$ cat config.mk
export PLATFORM = sky130hd
export DESIGN_NAME = button_debounce_autorepeat_top
export DESIGN_NICKNAME = d
export VERILOG_FILES = /design/src/hdl/bda_pkg.sv /design/src/hdl/button_debounce_autorepeat_top.sv /design/src/hdl/bda_front.sv /design/src/hdl/bda_queue.sv /design/src/hdl/bda_back.sv
export SDC_FILE = /design/constraint.sdc
export NUM_CORES = 1
export LEC_CHECK = 0
export BUFFER_PORTS_ARGS = -buffer_cell sky130_fd_sc_hd__buf_2
export CORE_ASPECT_RATIO = 1.5
export CORE_MARGIN = 2
export CORE_UTILIZATION = 30
export DETAILED_ROUTE_END_ITERATION = 10
export GPL_TIMING_DRIVEN = 0
export PLACE_DENSITY_LB_ADDON = 0.2
export SYNTH_ARGS = -nofsm -noshare
export SYNTH_HDL_FRONTEND = slang
export SYNTH_SLANG_ARGS = --single-unit
$ cat constraint.sdc
create_clock -name clk -period 4.9 [get_ports clk]
set_input_delay 0.98 -clock clk [delete_from_list [all_inputs] [get_ports clk]]
set_output_delay 0.98 -clock clk [all_outputs]
set_load 0.01 [all_outputs]
$ cat src/hdl/bda_pkg.sv
`default_nettype none

package bda_pkg;

  localparam int MaxButtons = 8;
  localparam int MaxEvents  = 4;
  localparam int PinWidth   = 4;
  localparam int IndexWidth = 2;
  localparam int CountWidth = 8;
  localparam int QueueDepth = 4;

  typedef enum logic [1:0] {
    REG_DEBOUNCE = 2'd0,
    REG_DELAY    = 2'd1,
    REG_REPEAT   = 2'd2,
    REG_NONE     = 2'd3
  } reg_index_t;

  // events of one tick, one bit per button
  typedef struct packed {
    logic [MaxButtons-1:0] fire;
    logic [MaxButtons-1:0] press;
    logic [MaxButtons-1:0] rep;
  } tick_rec_t;

  typedef struct packed {
    logic full;
    logic empty;
  } queue_status_t;

endpackage

`default_nettype wire

$ cat src/hdl/button_debounce_autorepeat_top.sv
// The first event of a tick passes through the queue, the event register and the output register.
// Ticks enter a 4-entry queue at one per cycle while it is not full; the event stage
// loads each tick with events and then emits its events one by one (up to 4).
// A tick is accepted whenever the queue is not full.
// Reset (rst, synchronous): all buttons up, counts zero, registers 5/50/10.
`default_nettype none

module button_debounce_autorepeat_top import bda_pkg::*; #(
  parameter int NUM_BUTTONS = 4
) (
  input  wire logic                  clk,
  input  wire logic                  rst,
  input  wire logic                  cfg_valid,
  output logic                       cfg_ready,
  input  wire logic [IndexWidth-1:0] cfg_index,
  input  wire logic [CountWidth-1:0] cfg_data,
  input  wire logic                  in_valid,
  output logic                       in_ready,
  input  wire logic [PinWidth-1:0]   pin_levels,
  output logic                       out_valid,
  input  wire logic                  out_ready,
  output logic [IndexWidth-1:0]      button_index,
  output logic                       is_press,
  output logic                       is_repeat,
  output logic                       last_event
);

  tick_rec_t     push_rec;
  tick_rec_t     head_rec;
  logic          push;
  logic          pop;
  queue_status_t q_status;

  assign cfg_ready = 1'b1;
  assign in_ready  = !q_status.full;

  bda_front #(.NUM_BUTTONS(NUM_BUTTONS)) u_front (
    .clk        (clk),
    .rst        (rst),
    .cfg_valid  (cfg_valid),
    .cfg_index  (cfg_index),
    .cfg_data   (cfg_data),
    .accept     (in_valid && in_ready),
    .pin_levels (pin_levels),
    .rec        (push_rec),
    .push       (push)
  );

  bda_queue u_queue (
    .clk      (clk),
    .rst      (rst),
    .push     (push),
    .push_rec (push_rec),
    .pop      (pop),
    .head_rec (head_rec),
    .status   (q_status)
  );

  bda_back #(.NUM_BUTTONS(NUM_BUTTONS)) u_back (
    .clk          (clk),
    .rst          (rst),
    .q_status     (q_status),
    .head_rec     (head_rec),
    .pop          (pop),
    .out_valid    (out_valid),
    .out_ready    (out_ready),
    .button_index (button_index),
    .is_press     (is_press),
    .is_repeat    (is_repeat),
    .last_event   (last_event)
  );

  a_repeat_is_press: assert property (@(posedge clk) disable iff (rst)
    out_valid && is_repeat |-> is_press)
    else $error("repeat event without press");

  a_reset_clears_out: assert property (@(posedge clk)
    rst |=> !out_valid)
    else $error("output valid after reset");

  a_tick_continues: assert property (@(posedge clk) disable iff (rst)
    out_valid && out_ready && !last_event |=> out_valid)
    else $error("tick events interrupted");

  a_no_pop_when_empty: assert property (@(posedge clk) disable iff (rst)
    pop |-> !q_status.empty)
    else $error("pop from empty queue");

endmodule

`default_nettype wire

$ cat src/hdl/bda_front.sv
`default_nettype none

module bda_front import bda_pkg::*; #(
  parameter int NUM_BUTTONS = 4
) (
  input  wire logic                  clk,
  input  wire logic                  rst,
  input  wire logic                  cfg_valid,
  input  wire logic [IndexWidth-1:0] cfg_index,
  input  wire logic [CountWidth-1:0] cfg_data,
  input  wire logic                  accept,
  input  wire logic [PinWidth-1:0]   pin_levels,
  output tick_rec_t                  rec,
  output logic                       push
);

  typedef enum logic [1:0] {
    ST_UP       = 2'd0,
    ST_DEBOUNCE = 2'd1,
    ST_DELAY    = 2'd2,
    ST_REPEAT   = 2'd3
  } stage_t;

  logic [CountWidth-1:0] debounce_ticks;
  logic [CountWidth-1:0] delay_ticks;
  logic [CountWidth-1:0] repeat_ticks;

  stage_t                stage      [NUM_BUTTONS];
  stage_t                stage_next [NUM_BUTTONS];
  logic [CountWidth-1:0] count      [NUM_BUTTONS];
  logic [CountWidth-1:0] count_next [NUM_BUTTONS];

  logic [MaxButtons-1:0] pins_ext;

  // buttons past the pin width read as pressed
  assign pins_ext = MaxButtons'(pin_levels);

  always_comb begin
    rec = '0;
    for (int i = 0; i < NUM_BUTTONS; i++) begin
      stage_next[i] = stage[i];
      count_next[i] = count[i];
      if (!pins_ext[i]) begin
        unique case (stage[i])
          ST_UP: begin
            stage_next[i] = ST_DEBOUNCE;
            count_next[i] = CountWidth'(1);
          end
          ST_DEBOUNCE: begin
            if (count[i] >= debounce_ticks) begin
              stage_next[i] = ST_DELAY;
              count_next[i] = '0;
              rec.fire[i]   = 1'b1;
              rec.press[i]  = 1'b1;
            end else begin
              count_next[i] = count[i] + CountWidth'(1);
            end
          end
          ST_DELAY: begin
            if (count[i] >= delay_ticks) begin
              stage_next[i] = ST_REPEAT;
              count_next[i] = '0;
              rec.fire[i]   = 1'b1;
              rec.press[i]  = 1'b1;
              rec.rep[i]    = 1'b1;
            end else begin
              count_next[i] = count[i] + CountWidth'(1);
            end
          end
          ST_REPEAT: begin
            if (count[i] >= repeat_ticks) begin
              count_next[i] = '0;
              rec.fire[i]   = 1'b1;
              rec.press[i]  = 1'b1;
              rec.rep[i]    = 1'b1;
            end else begin
              count_next[i] = count[i] + CountWidth'(1);
            end
          end
          default: ;
        endcase
      end else begin
        stage_next[i] = ST_UP;
        if (stage[i] == ST_DELAY || stage[i] == ST_REPEAT) begin
          rec.fire[i] = 1'b1;
        end
      end
    end
  end

  assign push = accept && (rec.fire != '0);

  always_ff @(posedge clk) begin
    if (rst) begin
      debounce_ticks <= CountWidth'(5);
      delay_ticks    <= CountWidth'(50);
      repeat_ticks   <= CountWidth'(10);
    end else if (cfg_valid) begin
      unique case (reg_index_t'(cfg_index))
        REG_DEBOUNCE: debounce_ticks <= cfg_data;
        REG_DELAY:    delay_ticks    <= cfg_data;
        REG_REPEAT:   repeat_ticks   <= cfg_data;
        REG_NONE:     ;
        default:      ;
      endcase
    end
  end

  always_ff @(posedge clk) begin
    for (int i = 0; i < NUM_BUTTONS; i++) begin
      if (rst) begin
        stage[i] <= ST_UP;
        count[i] <= '0;
      end else if (accept) begin
        stage[i] <= stage_next[i];
        count[i] <= count_next[i];
      end
    end
  end

endmodule

`default_nettype wire

$ cat src/hdl/bda_queue.sv
`default_nettype none

module bda_queue import bda_pkg::*; (
  input  wire logic  clk,
  input  wire logic  rst,
  input  wire logic  push,
  input  wire tick_rec_t push_rec,
  input  wire logic  pop,
  output tick_rec_t  head_rec,
  output queue_status_t status
);

  localparam int AddrWidth = $clog2(QueueDepth);

  tick_rec_t              mem [QueueDepth];
  logic [AddrWidth-1:0]   wr_ptr;
  logic [AddrWidth-1:0]   rd_ptr;
  logic [AddrWidth:0]     fill;

  assign status.full  = (fill == (AddrWidth+1)'(QueueDepth));
  assign status.empty = (fill == '0);
  assign head_rec     = mem[rd_ptr];

  always_ff @(posedge clk) begin
    if (push && !status.full) begin
      mem[wr_ptr] <= push_rec;
    end
  end

  always_ff @(posedge clk) begin
    if (rst) begin
      wr_ptr <= '0;
      rd_ptr <= '0;
      fill   <= '0;
    end else begin
      if (push && !status.full) begin
        wr_ptr <= wr_ptr + AddrWidth'(1);
      end
      if (pop && !status.empty) begin
        rd_ptr <= rd_ptr + AddrWidth'(1);
      end
      unique case ({push && !status.full, pop && !status.empty})
        2'b10:   fill <= fill + (AddrWidth+1)'(1);
        2'b01:   fill <= fill - (AddrWidth+1)'(1);
        default: ;
      endcase
    end
  end

endmodule

`default_nettype wire

$ cat src/hdl/bda_back.sv
`default_nettype none

module bda_back import bda_pkg::*; #(
  parameter int NUM_BUTTONS = 4
) (
  input  wire logic                  clk,
  input  wire logic                  rst,
  input  wire queue_status_t         q_status,
  input  wire tick_rec_t             head_rec,
  output logic                       pop,
  output logic                       out_valid,
  input  wire logic                  out_ready,
  output logic [IndexWidth-1:0]      button_index,
  output logic                       is_press,
  output logic                       is_repeat,
  output logic                       last_event
);

  localparam int SelWidth = $clog2(MaxButtons);
  localparam int EvWidth  = $clog2(MaxEvents);

  logic                  busy;
  tick_rec_t             cur;
  logic [EvWidth-1:0]    emitted;

  logic [MaxButtons-1:0] low_bit;
  logic [MaxButtons-1:0] remaining;
  logic [SelWidth-1:0]   sel;
  logic                  found;
  logic                  take;
  logic                  sel_last;

  always_comb begin
    low_bit = '0;
    sel     = '0;
    found   = 1'b0;
    for (int i = 0; i < NUM_BUTTONS; i++) begin
      if (cur.fire[i] && !found) begin
        found      = 1'b1;
        low_bit[i] = 1'b1;
        sel        = SelWidth'(i);
      end
    end
  end

  assign remaining = cur.fire & ~low_bit;
  assign sel_last  = (remaining == '0) || (emitted == EvWidth'(MaxEvents - 1));
  assign take      = busy && (!out_valid || out_ready);
  assign pop       = !busy && !q_status.empty;

  always_ff @(posedge clk) begin
    if (rst) begin
      busy      <= 1'b0;
      out_valid <= 1'b0;
      emitted   <= '0;
    end else begin
      if (take) begin
        out_valid    <= 1'b1;
        button_index <= IndexWidth'(sel);
        is_press     <= cur.press[sel];
        is_repeat    <= cur.rep[sel];
        last_event   <= sel_last;
        cur.fire     <= remaining;
        emitted      <= emitted + EvWidth'(1);
        if (sel_last) begin
          busy <= 1'b0;
        end
      end else if (out_valid && out_ready) begin
        out_valid <= 1'b0;
      end
      if (pop) begin
        busy    <= 1'b1;
        cur     <= head_rec;
        emitted <= '0;
      end
    end
  end

endmodule

`default_nettype wire

* After elaboration in Yosys (flattened, before gate mapping)
Memory sizes are Yosys's and may differ from the RTL's. A register that Yosys moved wholly into a read port is not among the register bits.
Index checks and enable logic that the tools add are counted.
** Word-level totals
- Register bits after elaboration :: 64
- Bits in writable memories :: 88
- Input bits :: 19
- Output and inout bits :: 8
- Logic and storage cells :: 223
- Memories kept :: 3
** Cells by class
- Add/subtract/negate cells :: 9
- Order comparisons :: 13
- Equal/unequal tests :: 18
- Muxes and demuxes :: 110
- Bitwise logic cells :: 11
- Reduce and logical (&&, ||, !) cells :: 43
** Memory list
- u_queue.mem :: words 4, bits a word 12, rd ports 1, clocked after Yosys merged registers in 1, wr ports 1, RTL line bda_queue.sv:15 : tick_rec_t mem [QueueDepth];
- u_front.count :: words 4, bits a word 8, rd ports 4, clocked after Yosys merged registers in 0, wr ports 4, RTL line bda_front.sv:30 : logic [CountWidth-1:0] count [NUM_BUTTONS];
- u_front.stage :: words 4, bits a word 2, rd ports 4, clocked after Yosys merged registers in 0, wr ports 4, RTL line bda_front.sv:28 : stage_t stage [NUM_BUTTONS];
** Operators by type and width (count)
- two-way mux 8 bit :: 21
- case mux 8 bit (4 select lines) :: 4
- >= comparator 8 bit :: 12
- two-way mux 1 bit :: 49
- two-way mux 2 bit :: 20
- adder 8 x 1 -> 8 bit (second input constant) :: 4
- two-way mux 24 bit :: 1
- case mux 2 bit (3 select lines) :: 4
- == test 2 bit (second input constant) :: 11
- AND reduction 2 bit :: 7
- == test 2 x 1 -> 1 bit (second input constant) :: 6
- case mux 1 bit (3 select lines) :: 4
- logical AND 1 bit :: 10
- logical NOT 2 bit :: 5
- AND 8 bit :: 1
- logical NOT 8 bit :: 1
- inverter 4 -> 8 bit :: 1
- OR 1 bit :: 8
- case mux 1 bit (2 select lines) :: 4
- nonzero test 2 bit :: 4
- nonzero test 8 bit :: 1
- logical NOT 1 bit :: 7
- adder 2 x 1 -> 2 bit (second input constant) :: 3
- binary-select mux 1 bit (select 3 bit) :: 2
- other kinds (9) :: 14

* Depth between registers and ports, before layout
Gate-level depths: netlist of the first run.
- Word-level depth :: 17
- Depth in mapped cells :: 15
- Gate-level depth less buffers :: 15

* Cells and area by module
From an unflattened synthesis of the first run, not the netlist that was laid out.
** Second synthesis, totals
- Cell total of the unflattened synthesis :: 881
- Area, all modules :: 10687.8 um^2
** By module, submodules not included
- bda_front :: times used 1, cells an instance 624, area each 5670.4 um^2, sequential area each 1681.6 um^2
- bda_queue :: times used 1, cells an instance 180, area each 3978.8 um^2, sequential area each 3062.9 um^2
- bda_back :: times used 1, cells an instance 73, area each 1017.2 um^2, sequential area each 710.7 um^2
- button_debounce_autorepeat_top :: times used 1, cells an instance 4, area each 21.3 um^2, sequential area each 0.0 um^2

* Worst setup path after synthesis of the first run
No wires, ideal clock.
- Kind :: reg2reg
- Start :: mem u_front.count[1][0]
- End :: reg u_queue.fill[2]
- Library setup time :: 0.070 ns
- Arrival :: 3.316 ns
- Data required time :: 4.830 ns
- Path slack :: 1.514 ns
- Stages on the path, launching flop included :: 16
- Buffers on the path :: 0
- Period minus slack after synthesis :: 3.386 ns
- Path through :: edfxtp_1 > inv_1 > ha_1 > nand2b_4 > a2111o_1 > a21oi_4 > o22ai_2 > o31ai_4 > a41oi_4 > inv_1 > ha_1 > inv_1 > fa_1 > xor2_1 > or3_1 > a21oi_1
** RTL lines
- from (decl) :: RTL line bda_front.sv:30
- to (signal assigned) :: RTL line bda_queue.sv:43 : 2'b10: fill <= fill + (AddrWidth+1)'(1);
- to (signal assigned) :: RTL line bda_queue.sv:44 : 2'b01: fill <= fill - (AddrWidth+1)'(1);
- to (decl) :: RTL line bda_queue.sv:18 : logic [AddrWidth:0] fill;

==> flow_results.xml, run 1 <==
<?xml version="1.0" encoding="UTF-8"?>
<metrics>
  <group name="run_status">
    <metric name="status" unit="">completed</metric>
  </group>
  <group name="final_layout">
    <metric name="mostFrequentLayoutCells" unit="">ha_1 (127), edfxtp_1 (105), nor2_1 (91), inv_1 (67), a21oi_1 (38)</metric>
    <metric name="final_nets" unit="">965</metric>
    <metric name="syn_to_final_growth" unit="%">13.0</metric>
    <metric name="finish.instance_area" unit="µm²">9790</metric>
    <metric name="antenna-diode-count" unit="">0</metric>
    <metric name="commonest_non_fill_non_tap_cell_in_the_layout" unit="">ha_1</metric>
    <metric name="drive_above_1_share" unit="">0.119</metric>
  </group>
  <group name="synth">
    <metric name="mappedNetlistNets" unit="">922</metric>
    <metric name="synth_edf_count" unit="">105</metric>
    <metric name="ys_seq_elements" unit="">142</metric>
    <metric name="synth-async-reset-ratio" unit="">0</metric>
    <metric name="instance_count_of_the_mapped_netlist" unit="">775</metric>
    <metric name="post_synth_instance_area" unit="µm²">8660</metric>
    <metric name="ys_seq_area_frac" unit="">0.450</metric>
    <metric name="yosys_warns" unit="">0</metric>
    <metric name="synthFlopType" unit="">edfxtp_1</metric>
    <metric name="syn_avg_cell_area" unit="µm²">11.2</metric>
    <metric name="synth.lib_cells_used.distinct" unit="">63</metric>
  </group>
  <group name="timing">
    <metric name="worst_pin_slew" unit="ns">1.01</metric>
    <metric name="timing.final.crit_share" unit="">0.807</metric>
    <metric name="worst_clock_skew" unit="ns">0.0131</metric>
    <metric name="report.final.slew_viol_count" unit="">0</metric>
    <metric name="slew-limit-headroom" unit="">0.328</metric>
    <metric name="setup_ws" unit="ns">0.948</metric>
    <metric name="achievable-frequency" unit="MHz">253</metric>
    <metric name="fin_setup_tns" unit="ns">0</metric>
    <metric name="fin_crit" unit="ns">3.95</metric>
    <metric name="report.final.setup_viol" unit="">0</metric>
    <metric name="hold_ws" unit="ns">0.495</metric>
    <metric name="report.final.hold_viol_count" unit="">0</metric>
    <metric name="grt_setup_unrepaired" unit="">no</metric>
  </group>
  <group name="grt">
    <metric name="grt_pass1_wl" unit="µm">33300</metric>
    <metric name="grt_max_degree" unit="">17</metric>
    <metric name="gr-usage-all-layers" unit="">0.150</metric>
    <metric name="grt_remaining_overflow" unit="">0</metric>
    <metric name="antenna_found_initial" unit="">0</metric>
    <metric name="grt_pass1_vias" unit="">5916</metric>
  </group>
  <group name="power_and_ir_drop">
    <metric name="p_switching" unit="µW">1200</metric>
    <metric name="intPower" unit="µW">2690</metric>
    <metric name="ir_drop" unit="µV">256</metric>
    <metric name="power_per_cell_area" unit="nW/µm²">397</metric>
    <metric name="power.share.clock" unit="">0.328</metric>
    <metric name="power_frac_comb" unit="">0.247</metric>
    <metric name="swShare" unit="">0.309</metric>
    <metric name="leakagePower" unit="µW">0.00397</metric>
    <metric name="seqPwrFrac" unit="">0.425</metric>
  </group>
  <group name="die">
    <metric name="number_of_placed_i_o_pins" unit="">27</metric>
    <metric name="row_count" unit="">76</metric>
    <metric name="design.die.area" unit="µm²">30300</metric>
    <metric name="initial_utilization" unit="">0.304</metric>
    <metric name="dieWidth" unit="µm">143</metric>
    <metric name="die_h" unit="µm">212</metric>
    <metric name="fp.coreArea" unit="µm²">28500</metric>
  </group>
  <group name="placed_design">
    <metric name="gp_congestion" unit="">0.777</metric>
    <metric name="place_ws" unit="ns">0.875</metric>
    <metric name="numPortBuffers" unit="">24</metric>
    <metric name="postPlaceCellArea" unit="µm²">9220</metric>
    <metric name="hpwl_reported_at_the_end_of_detailed_placement" unit="µm">16300</metric>
  </group>
  <group name="clocking">
    <metric name="cts.reportedPaths.clkPinSlew" unit="ns">0.06</metric>
    <metric name="cts_hold_repair.buffers" unit="">0</metric>
    <metric name="cts_bufs_inserted" unit="">17</metric>
    <metric name="cts.htree.levels" unit="">4</metric>
    <metric name="cts.repair_timing.setup_buffer_count" unit="">0</metric>
    <metric name="post_cts_resized" unit="">0</metric>
    <metric name="buffer_cell_driving_the_clock_tree_root" unit="">clkbuf_16</metric>
    <metric name="cts_tree" unit="">yes</metric>
    <metric name="clkSinkCount" unit="">142</metric>
    <metric name="worstSkewPairLatency" unit="ns">0.44</metric>
    <metric name="ctsLongestPathBuffers" unit="">2</metric>
  </group>
  <group name="setup_path">
    <metric name="cp-end-kind" unit="">flip-flop</metric>
    <metric name="worstSetupPathType" unit="">reg2reg</metric>
    <metric name="r2r.worst_path.cells" unit="">15</metric>
    <metric name="crit_path_start_kind" unit="">flip-flop</metric>
    <metric name="critical_path_peak_fanout" unit="">7</metric>
    <metric name="cp_data_arrival_time" unit="ns">4.32</metric>
    <metric name="worst_ep_required_time" unit="ns">5.27</metric>
  </group>
  <group name="detailed_routing">
    <metric name="vias_per_cell" unit="">4.88</metric>
    <metric name="antenna_violating_nets_post_route" unit="">0</metric>
    <metric name="drt_iter0_markers" unit="">255</metric>
    <metric name="route.detailed.wl_per_inst" unit="µm">17.9</metric>
    <metric name="via_count" unit="">5768</metric>
    <metric name="route.detailed.drc" unit="">0</metric>
    <metric name="postRouteWirelength" unit="µm">21100</metric>
    <metric name="first_pass_iters" unit="">5</metric>
  </group>
  <group name="flow_run">
    <metric name="max_cap_violations" unit="">0</metric>
  </group>
  <group name="worst_hold_path">
    <metric name="worstHoldPathType" unit="">reg2reg</metric>
    <metric name="holdPathStages" unit="">2</metric>
  </group>
</metrics>
-- routing by layer --
layer  up-vias  global-route usage  part of all wire
li1       2904                   -                 -
met1      2748               0.155              0.39
met2        78               0.284              0.54
met3        38              0.0252             0.024
met4         0              0.0792             0.042
met5         -                   0                 0
-- flip-flops by register name, indices dropped and copies added (netlist names), named ones only --
name and cells:
u_queue.rd_ptr 2, u_queue.wr_ptr 2, u_front.repeat_ticks 8, u_back.last_event 1, u_queue.fill 3, u_back.busy 1, u_front.debounce_ticks 8, u_back.out_valid 1
u_back.cur 12, u_back.is_repeat 1, u_front.count 32, u_front.stage 8, u_back.is_press 1, u_back.emitted 2, u_queue.mem 48, u_front.delay_ticks 8
u_back.button_index 2
-- path summary, 6_finish.rpt --
path	from	end	slack, ns
worst max-delay path	u_front.count[3][0]	u_queue.fill[2]	0.95
worst min-delay path	u_front.repeat_ticks[7]	u_front.repeat_ticks[7]	0.49
worst max register to register	u_front.count[3][0]	u_queue.fill[2]	0.95
worst min register to register	u_front.repeat_ticks[7]	u_front.repeat_ticks[7]	0.49
-- power groups by stage --
stage	Clock [µW]	Sequential, µW	Combinational (µW)
5_1_grt	1350	1670	1100
6_report	1280	1650	962
3_3_place_gp	0	1680	965
3_5_place_dp	0	1680	979
2_1_floorplan	0	1640	735
4_1_cts	1310	1660	985
-- per-stage QoR --
stage,cells,util,power [µW]
floorplan,775,-,2370
global placement,1150,0.323,2640
detailed placement,1150,0.323,2660
CTS,1182,0.343,3950
global route,1182,0.343,4130
finish,1182,0.343,3890
-- cell usage after synthesis, types with 3 or more instances --
cell type  instances  share of area
or2_2              4         0.0029
edfxtp_1         105           0.36
a211oi_1           3         0.0026
o31ai_1            3         0.0026
or3_1              5         0.0036
a2111o_1           4         0.0052
nor2b_1           11         0.0079
nand2b_4           4         0.0064
a21o_1             6         0.0052
xor2_1            19          0.019
nor3_1            16         0.0092
a2111oi_2          3         0.0052
mux4_2            14          0.036
o21a_1            12          0.010
a221oi_1           3         0.0030
o21bai_1           5         0.0043
ha_1             127           0.18
dfxtp_1           37          0.086
nor2_1            91          0.039
inv_1             67          0.029
xnor2_1           10          0.010
and3_1             8         0.0058
a222oi_1           3         0.0035
nand2_1           33          0.014
nand4_1            7         0.0051
a21oi_1           38          0.022
clkbuf_1          14         0.0061
o21ai_0           26          0.015
mux2i_1           13          0.015
nand2b_1          17          0.012
nand3_1           18          0.010
and2_2             5         0.0043
a41oi_1            3         0.0030
a221o_1            3         0.0035
-- kinds of logic after synthesis --
logic type | Yosys count | synth area share
buffers and inverters | 86 | 0.0392
AND/OR/NAND/NOR | 227 | 0.128
AO/OA/AOI/OAI | 134 | 0.114
adder cells (fa/ha/maj) | 128 | 0.186
other | 1 | 0.000433
multiplexers | 28 | 0.0532
XOR/XNOR | 29 | 0.0293
flip-flops | 142 | 0.450
-- area by class of cell --
type	count	area (µm²)
Fill cell	2897	18700
Multi-Input combinational cell	547	4430
Sequential cell	142	3890
Tap cell	351	439
Clock buffer	18	429
Inverter	68	255
Clock inverter	14	141
Timing Repair Buffer	24	120
Buffer	18	83.8
-- critical path: stages, from the launching register on --
cell	delay, ns
edfxtp_1	0.50
inv_1	0.19
ha_1	0.25
nand2b_1	0.17
a2111oi_2	0.43
o41ai_1	0.18
o2bb2ai_1	0.20
o31ai_2	0.37
a41oi_4	0.23
inv_1	0.10
ha_1	0.17
inv_1	0.07
fa_1	0.42
xor2_1	0.16
or3_1	0.30
a21oi_1	0.13
Power figures use the tool's default switching activity.
==> run 2, diff against run 1 <==
--- a/config.mk
+++ b/config.mk
@@ -5,6 +5,7 @@
 export SDC_FILE = /design/constraint.sdc
 export NUM_CORES = 1
 export LEC_CHECK = 0
+export ABC_AREA = 1
 export BUFFER_PORTS_ARGS = -buffer_cell sky130_fd_sc_hd__buf_2
 export CORE_ASPECT_RATIO = 1.5
 export CORE_MARGIN = 2
==> constraint.sdc (replaced) <==
create_clock -name clk -period 3.2 [get_ports clk]
set_input_delay 0.64 -clock clk [delete_from_list [all_inputs] [get_ports clk]]
set_output_delay 0.64 -clock clk [all_outputs]
set_load 0.01 [all_outputs]
==> flow_results.xml, run 2 <==
<?xml version="1.0" encoding="UTF-8"?>
<metrics>
  <group name="run_status">
    <metric name="status" unit="">completed</metric>
  </group>
  <group name="clocking">
    <metric name="cts_tree" unit="">yes</metric>
    <metric name="clkSinkCount" unit="">142</metric>
    <metric name="ctsLongestPathBuffers" unit="">2</metric>
    <metric name="worstSkewPairLatency" unit="ns">0.44</metric>
    <metric name="cts_hold_repair.buffers" unit="">0</metric>
    <metric name="cts.htree.levels" unit="">4</metric>
    <metric name="cts.reportedPaths.clkPinSlew" unit="ns">0.07</metric>
    <metric name="buffer_cell_driving_the_clock_tree_root" unit="">clkbuf_16</metric>
    <metric name="cts_bufs_inserted" unit="">17</metric>
  </group>
  <group name="worst_hold_path">
    <metric name="worstHoldPathType" unit="">in2reg</metric>
    <metric name="worstHoldStart" unit="">cfg_data[1]</metric>
    <metric name="holdPathStages" unit="">3</metric>
  </group>
  <group name="synth">
    <metric name="instance_count_of_the_mapped_netlist" unit="">986</metric>
    <metric name="synth-async-reset-ratio" unit="">0</metric>
    <metric name="post_synth_instance_area" unit="µm²">8810</metric>
    <metric name="ys_top_cells_by_count" unit="">nand2_1 (176), inv_1 (146), ha_1 (127)</metric>
    <metric name="syn_avg_cell_area" unit="µm²">8.93</metric>
    <metric name="synthDominantAreaCellType" unit="">edfxtp_1</metric>
    <metric name="synthFlopType" unit="">edfxtp_1</metric>
    <metric name="yosys_warns" unit="">0</metric>
    <metric name="mappedNetlistNets" unit="">1133</metric>
    <metric name="largest_cells_by_area_after_synthesis" unit="">edfxtp_1 (36%), ha_1 (18%), dfxtp_1 (8.4%)</metric>
    <metric name="most_numerous_cell_in_the_yosys_netlist" unit="">nand2_1</metric>
    <metric name="ys_seq_area_frac" unit="">0.442</metric>
    <metric name="ys_seq_elements" unit="">142</metric>
    <metric name="post-synth-top-area-fraction" unit="">0.358</metric>
    <metric name="synth_edf_count" unit="">105</metric>
    <metric name="synth.lib_cells_used.distinct" unit="">39</metric>
  </group>
  <group name="detailed_routing">
    <metric name="first_pass_iters" unit="">5</metric>
    <metric name="route.detailed.wl_per_inst" unit="µm">15.0</metric>
    <metric name="antenna_violating_nets_post_route" unit="">0</metric>
    <metric name="route.layer.met1.wl" unit="µm">8880</metric>
    <metric name="highest-signal-layer" unit="">met4</metric>
    <metric name="met2WireLength" unit="µm">12000</metric>
    <metric name="drt_iter0_markers" unit="">298</metric>
    <metric name="vias_per_cell" unit="">4.58</metric>
    <metric name="via_count" unit="">6657</metric>
    <metric name="dr_wl_met3" unit="µm">451</metric>
    <metric name="route.detailed.drc" unit="">0</metric>
    <metric name="postRouteWirelength" unit="µm">21900</metric>
  </group>
  <group name="setup_path">
    <metric name="cp-end-kind" unit="">flip-flop</metric>
    <metric name="worstPathCellList" unit="">clkinvlp_4 &gt; buf_12 &gt; buf_4 &gt; ha_1 &gt; nand2_1 &gt; nor2_1 &gt; nor3_2 &gt; nand2_1 &gt; nand2_2 &gt; nand3_2 &gt; nand2_2 &gt; nand2_4 &gt; nor2_4 &gt; nand2_4 &gt; nand2_4 &gt; ha_1 &gt; inv_2 &gt; fa_2 &gt; a21oi_2 &gt; o21ai_2 &gt; o21ai_1 &gt; a21oi_1</metric>
    <metric name="crit_path_start_kind" unit="">flip-flop</metric>
    <metric name="cp_slowest_stage_delay" unit="ns">0.35</metric>
    <metric name="timing.critical_path.from" unit="">u_front.repeat_ticks[6]</metric>
    <metric name="cp_data_arrival_time" unit="ns">3.34</metric>
    <metric name="path_common_cell" unit="">nand2_4</metric>
    <metric name="critical_path_buf_inv_count" unit="">4</metric>
    <metric name="worstSetupPathType" unit="">reg2reg</metric>
    <metric name="slowest_stage" unit="">fa_2</metric>
    <metric name="r2r.worst_path.cells" unit="">22</metric>
    <metric name="critical_path_peak_fanout" unit="">5</metric>
    <metric name="critPathTopFamily" unit="">simple AND/OR/NAND/NOR gates</metric>
    <metric name="timing.rr.start" unit="">u_front.repeat_ticks[6]</metric>
    <metric name="worst_ep_required_time" unit="ns">3.53</metric>
    <metric name="worst-path-stages" unit="">22</metric>
  </group>
  <group name="timing">
    <metric name="worst_clock_skew" unit="ns">0.0121</metric>
    <metric name="report.final.hold_viol_count" unit="">0</metric>
    <metric name="report.final.setup_viol" unit="">0</metric>
    <metric name="achievable-frequency" unit="MHz">332</metric>
    <metric name="timing.final.crit_share" unit="">0.942</metric>
    <metric name="worst_pin_slew" unit="ns">0.886</metric>
    <metric name="report.final.slew_viol_count" unit="">0</metric>
    <metric name="fin_crit" unit="ns">3.02</metric>
    <metric name="slew-limit-headroom" unit="">0.409</metric>
  </group>
  <group name="grt">
    <metric name="grt_pass1_vias" unit="">6588</metric>
    <metric name="grt_pass1_wl" unit="µm">34600</metric>
    <metric name="grt_max_degree" unit="">17</metric>
    <metric name="grt_remaining_overflow" unit="">0</metric>
    <metric name="gr-usage-all-layers" unit="">0.151</metric>
    <metric name="antenna_found_initial" unit="">0</metric>
  </group>
  <group name="placed_design">
    <metric name="numPortBuffers" unit="">25</metric>
    <metric name="postPlaceCellArea" unit="µm²">9420</metric>
    <metric name="gp_congestion" unit="">0.807</metric>
    <metric name="hpwl_reported_at_the_end_of_detailed_placement" unit="µm">16300</metric>
  </group>
  <group name="die">
    <metric name="design.die.area" unit="µm²">30800</metric>
    <metric name="initial_utilization" unit="">0.306</metric>
    <metric name="dieWidth" unit="µm">144</metric>
    <metric name="row_count" unit="">76</metric>
    <metric name="die_h" unit="µm">214</metric>
    <metric name="number_of_placed_i_o_pins" unit="">27</metric>
    <metric name="fp.coreArea" unit="µm²">28800</metric>
  </group>
  <group name="final_layout">
    <metric name="largest_reg_flops" unit="">48</metric>
    <metric name="mostFrequentLayoutCells" unit="">nand2_1 (173), inv_1 (134), ha_1 (119), nor2_1 (109), edfxtp_1 (105)</metric>
    <metric name="finish.instance_area" unit="µm²">10400</metric>
    <metric name="commonest_non_fill_non_tap_cell_in_the_layout" unit="">nand2_1</metric>
    <metric name="reg_top3" unit="">u_queue.mem (48), u_front.count (32), u_back.cur (12)</metric>
    <metric name="largest_register" unit="">u_queue.mem</metric>
    <metric name="syn_to_final_growth" unit="%">18.2</metric>
    <metric name="drive_above_1_share" unit="">0.131</metric>
    <metric name="final_nets" unit="">1199</metric>
    <metric name="antenna-diode-count" unit="">0</metric>
  </group>
  <group name="power_and_ir_drop">
    <metric name="leakagePower" unit="µW">0.00466</metric>
    <metric name="ir_drop" unit="µV">380</metric>
    <metric name="post_layout_power" unit="µW">6430</metric>
    <metric name="power_per_cell_area" unit="nW/µm²">618</metric>
  </group>
  <group name="flow_run">
    <metric name="max_cap_violations" unit="">0</metric>
  </group>
</metrics>
[run 2: cell count changes after synthesis, moves of 14 or more]
cell / change
a21oi_1: +26
nand2_1: +143
o21ai_0: +35
nand2b_1: -17
inv_1: +79
nand3_1: +15
nor2_1: +22
mux4_2: -14
[run 2: stage by stage]
stage / utilization / setup TNS [ns] / hold WS [ns] / setup slack (ns) / cells
after floorplan: - / 0 / 0.423 / 0.359 / 986
after global routing: 0.361 / -0.00616 / 0.464 / -0.00616 / 1455
after global placement: 0.327 / -5.92 / 0.440 / -0.135 / 1401
after CTS: 0.351 / -0.481 / 0.439 / -0.0420 / 1436
after detailed placement: 0.327 / -5.91 / 0.448 / -0.154 / 1401
final: 0.361 / 0 / 0.456 / 0.184 / 1455
[run 2: repair_timing]
action                                  CTS  global route
gates resized for setup                  12            28
hold endpoints to repair                  0             0
endpoints found under the setup margin   49            14
pin swaps                                 0            10
setup buffers                             3            19
[run 2: cell families (layout without fill, tap and decap cells)]
kind of cell	Yosys count	after routing	synth area share
AOI/OAI and AO/OA	163	163	0.102
xor gates and xnor gates	16	16	0.0159
adders and majority gates	128	128	0.183
buffers and inverters	161	240	0.0696
DFF	142	142	0.442
other	1	1	0.000426
and+or+nand+nor	375	375	0.188
[run 2: per-layer routing]
layer  up-vias  global-route usage
met4         0              0.0565
li1       3446                   -
met1      3102               0.161
met3        30              0.0248
met2        79               0.293
met5         -                   0
[run 2: worst reg2reg max path, stage by stage, from the launching register on]
cell and delay [ns]:
dfxtp_2 0.34, clkinvlp_4 0.10, buf_12 0.14, buf_4 0.13, ha_1 0.28, nand2_1 0.08, nor2_1 0.06, nor3_2 0.18
nand2_1 0.09, nand2_2 0.07, nand3_2 0.06, nand2_2 0.09, nand2_4 0.08, nor2_4 0.12, nand2_4 0.08, nand2_4 0.06
ha_1 0.15, inv_2 0.06, fa_2 0.35, a21oi_2 0.14, o21ai_2 0.07, o21ai_1 0.13, a21oi_1 0.05
[run 2: cell type report]
| type | instances | area (µm²) |
|---|---|---|
| multi-input combinational | 683 | 4450 |
| buffer | 15 | 65.1 |
| tap | 390 | 488 |
| inverter | 146 | 556 |
| fill | 2998 | 18400 |
| timing repair buffer | 47 | 315 |
| sequential | 142 | 3900 |
| clock buffer | 17 | 425 |
| clock inverter | 15 | 206 |
[run 2: path summary, 6_finish.rpt]
kind         slack, ns                 endpoint
max               0.18          u_queue.fill[2]
min               0.46  u_front.repeat_ticks[1]
max reg2reg       0.18          u_queue.fill[2]
min reg2reg       0.46          u_queue.fill[0]
[run 2: report_power, final]
part / internal, µW / switching (µW) / leakage [µW]
clock: 1320 / 863 / 0.000307
sequential: 2350 / 161 / 0.00133
combinational: 613 / 1130 / 0.00302
total: 4280 / 2160 / 0.00466
==> run 3, diff against run 2 <==
--- a/config.mk
+++ b/config.mk
@@ -5,7 +5,6 @@
 export SDC_FILE = /design/constraint.sdc
 export NUM_CORES = 1
 export LEC_CHECK = 0
-export ABC_AREA = 1
 export BUFFER_PORTS_ARGS = -buffer_cell sky130_fd_sc_hd__buf_2
 export CORE_ASPECT_RATIO = 1.5
 export CORE_MARGIN = 2
==> constraint.sdc (replaced) <==
create_clock -name clk -period 3.2 [get_ports clk]
set_input_delay 0.64 -clock clk [delete_from_list [all_inputs] [get_ports clk]]
set_output_delay 0.64 -clock clk [all_outputs]
set_load 0.05 [all_outputs]
==> flow_results.xml, run 3 (synthesized netlist as in run 1, its figures left out) <==
<?xml version="1.0" encoding="UTF-8"?>
<metrics>
  <group name="clocking">
    <metric name="buffer_cell_driving_the_clock_tree_root" unit="">clkbuf_16</metric>
    <metric name="cts_bufs_inserted" unit="">17</metric>
    <metric name="ctsLongestPathBuffers" unit="">2</metric>
    <metric name="worstSkewPairLatency" unit="ns">0.44</metric>
    <metric name="cts_hold_repair.buffers" unit="">0</metric>
    <metric name="cts.htree.levels" unit="">4</metric>
    <metric name="cts.reportedPaths.clkPinSlew" unit="ns">0.07</metric>
    <metric name="clkSinkCount" unit="">142</metric>
    <metric name="cts_tree" unit="">yes</metric>
  </group>
  <group name="final_layout">
    <metric name="finished_layout_cells" unit="">1237</metric>
    <metric name="mostFrequentLayoutCells" unit="">ha_1 (119), edfxtp_1 (105), nor2_1 (91), buf_4 (57), inv_1 (53)</metric>
    <metric name="syn_to_final_growth" unit="%">21.0</metric>
    <metric name="drive_above_1_share" unit="">0.229</metric>
    <metric name="commonest_non_fill_non_tap_cell_in_the_layout" unit="">ha_1</metric>
    <metric name="largest_register" unit="">u_queue.mem</metric>
    <metric name="largest_reg_flops" unit="">48</metric>
    <metric name="reg_top3" unit="">u_queue.mem (48), u_front.count (32), u_back.cur (12)</metric>
    <metric name="finish.instance_area" unit="µm²">10500</metric>
    <metric name="antenna-diode-count" unit="">0</metric>
    <metric name="final_nets" unit="">1020</metric>
  </group>
  <group name="die">
    <metric name="row_count" unit="">76</metric>
    <metric name="die_h" unit="µm">212</metric>
    <metric name="initial_utilization" unit="">0.304</metric>
    <metric name="fp.coreArea" unit="µm²">28500</metric>
    <metric name="dieWidth" unit="µm">143</metric>
    <metric name="design.die.area" unit="µm²">30300</metric>
    <metric name="number_of_placed_i_o_pins" unit="">27</metric>
  </group>
  <group name="worst_hold_path">
    <metric name="worstHoldPathType" unit="">in2reg</metric>
  </group>
  <group name="detailed_routing">
    <metric name="route.detailed.wl_per_inst" unit="µm">17.4</metric>
    <metric name="drt_iter0_markers" unit="">313</metric>
    <metric name="postRouteWirelength" unit="µm">21500</metric>
    <metric name="first_pass_iters" unit="">4</metric>
    <metric name="via_count" unit="">5936</metric>
    <metric name="antenna_violating_nets_post_route" unit="">0</metric>
    <metric name="route.detailed.drc" unit="">0</metric>
    <metric name="vias_per_cell" unit="">4.80</metric>
  </group>
  <group name="setup_path">
    <metric name="timing.critical_path.from" unit="">u_front.count[2][3]</metric>
    <metric name="cp_slowest_stage_delay" unit="ns">0.48</metric>
    <metric name="worst-path-stages" unit="">14</metric>
    <metric name="timing.rr.start" unit="">u_front.count[2][3]</metric>
    <metric name="cp_data_arrival_time" unit="ns">3.75</metric>
    <metric name="worstSetupPathType" unit="">reg2reg</metric>
    <metric name="slowest_stage" unit="">edfxtp_1</metric>
    <metric name="crit_path_end" unit="">u_queue.fill[2]</metric>
    <metric name="critical_path_peak_fanout" unit="">5</metric>
    <metric name="critPathTopFamily" unit="">compound AO/OA/AOI/OAI gates</metric>
    <metric name="crit_path_start_kind" unit="">flip-flop</metric>
    <metric name="r2r.worst_path.cells" unit="">14</metric>
    <metric name="cp-end-kind" unit="">flip-flop</metric>
    <metric name="timing.reg2reg.setup_slack" unit="ns">-0.18</metric>
    <metric name="worst_ep_required_time" unit="ns">3.57</metric>
    <metric name="critical_path_buf_inv_count" unit="">2</metric>
    <metric name="rr_endpoint" unit="">u_queue.fill[2]</metric>
    <metric name="worstPathCellList" unit="">ha_2 &gt; a211oi_2 &gt; o21ai_1 &gt; a211oi_2 &gt; and2b_2 &gt; o31ai_4 &gt; a41oi_4 &gt; inv_1 &gt; ha_2 &gt; inv_2 &gt; fa_2 &gt; xor2_1 &gt; or3_1 &gt; a21oi_2</metric>
  </group>
  <group name="timing">
    <metric name="worst_pin_slew" unit="ns">0.884</metric>
    <metric name="report.final.hold_viol_count" unit="">0</metric>
    <metric name="report.final.slew_viol_count" unit="">0</metric>
    <metric name="fin_crit" unit="ns">3.38</metric>
    <metric name="achievable-frequency" unit="MHz">296</metric>
    <metric name="grt_setup_unrepaired" unit="">yes</metric>
    <metric name="worst_clock_skew" unit="ns">0.0158</metric>
    <metric name="setup_ws" unit="ns">-0.178</metric>
    <metric name="hold_ws" unit="ns">0.433</metric>
    <metric name="report.final.setup_viol" unit="">2</metric>
    <metric name="slew-limit-headroom" unit="">0.409</metric>
    <metric name="timing.final.crit_share" unit="">1.06</metric>
  </group>
  <group name="power_and_ir_drop">
    <metric name="power_per_cell_area" unit="nW/µm²">602</metric>
    <metric name="ir_drop" unit="µV">406</metric>
    <metric name="leakagePower" unit="µW">0.00428</metric>
  </group>
  <group name="grt">
    <metric name="grt_max_degree" unit="">17</metric>
    <metric name="grt_pass1_wl" unit="µm">33700</metric>
    <metric name="antenna_found_initial" unit="">0</metric>
    <metric name="grt_remaining_overflow" unit="">0</metric>
    <metric name="grt_pass1_vias" unit="">6014</metric>
    <metric name="gr-usage-all-layers" unit="">0.151</metric>
  </group>
  <group name="run_status">
    <metric name="violations" unit="">negative setup slack</metric>
    <metric name="status" unit="">finished with violations</metric>
  </group>
  <group name="placed_design">
    <metric name="postPlaceCellArea" unit="µm²">9250</metric>
    <metric name="hpwl_reported_at_the_end_of_detailed_placement" unit="µm">15800</metric>
    <metric name="gp_congestion" unit="">0.801</metric>
    <metric name="numPortBuffers" unit="">24</metric>
    <metric name="placedCellCount" unit="">1150</metric>
  </group>
  <group name="flow_run">
    <metric name="max_cap_violations" unit="">0</metric>
  </group>
</metrics>
-- run 3: layout make-up --
cell class	instances	area [µm²]
sequential	142	3900
timing repair buffer	79	533
fill	2892	18000
clock inverter	15	175
multi-input combinational	547	4650
buffer	18	83.8
tap	351	439
clock buffer	17	425
inverter	68	268
-- run 3: how the worst min path moves through the flow --
stage,from,to,slack (ns),cells past startpoint
after floorplan,u_front.delay_ticks[2],u_front.delay_ticks[2],0.46,2
after CTS,cfg_data[0],u_front.debounce_ticks[0],0.42,2
after global placement,u_front.delay_ticks[7],u_front.delay_ticks[7],0.48,2
after detailed placement,u_front.repeat_ticks[5],u_front.repeat_ticks[5],0.49,2
final,cfg_data[0],u_front.debounce_ticks[0],0.43,2
after global routing,cfg_data[0],u_front.debounce_ticks[0],0.44,2
-- run 3: what timing repair did --
action | 4_1_cts | 5_1_grt
gates cloned | 0 | 0
pin swaps | 9 | 14
buffers inserted | 23 | 32
endpoints found under the setup margin | 2 | 2
gates resized for setup | 17 | 32
-- run 3: through the flow --
| stage | TNS, ns | setup WS (ns) | power (µW) | utilization |
|---|---|---|---|---|
| 6_report | -0.209 | -0.178 | 6310 | 0.367 |
| 5_1_grt | -0.585 | -0.348 | 6700 | 0.367 |
| 4_1_cts | -0.427 | -0.280 | 6290 | 0.354 |
| 3_5_place_dp | -0.914 | -0.518 | 4130 | 0.324 |
| 3_3_place_gp | -0.914 | -0.520 | 4110 | 0.324 |
| 2_1_floorplan | -0.0424 | -0.0424 | 3710 | - |
-- run 3: where the power goes --
group / leakage (µW) / switching [µW] / internal, µW / total [µW]
Combinational: 0.00265 / 970 / 790 / 1760
Sequential: 0.00134 / 182 / 2320 / 2510
Clock: 0.000285 / 874 / 1170 / 2040
-- run 3: worst reg2reg max path: cells and delay by family, from the launching register on --
family          cells  cell delay [ns]
compound gates      6             1.20
fa+ha+maj           3             0.75
simple gates        2             0.61
flops               1             0.48
xor+xnor            1             0.15
buf+inv             2             0.13
-- run 3: per-layer routing --
| metal | vias up | GRT usage | wire length (µm) |
|---|---|---|---|
| met5 | - | 0 | 0 |
| li1 | 3009 | - | - |
| met4 | 0 | 0.0567 | 589 |
| met3 | 33 | 0.0266 | 568 |
| met1 | 2811 | 0.167 | 8720 |
| met2 | 83 | 0.285 | 11600 |
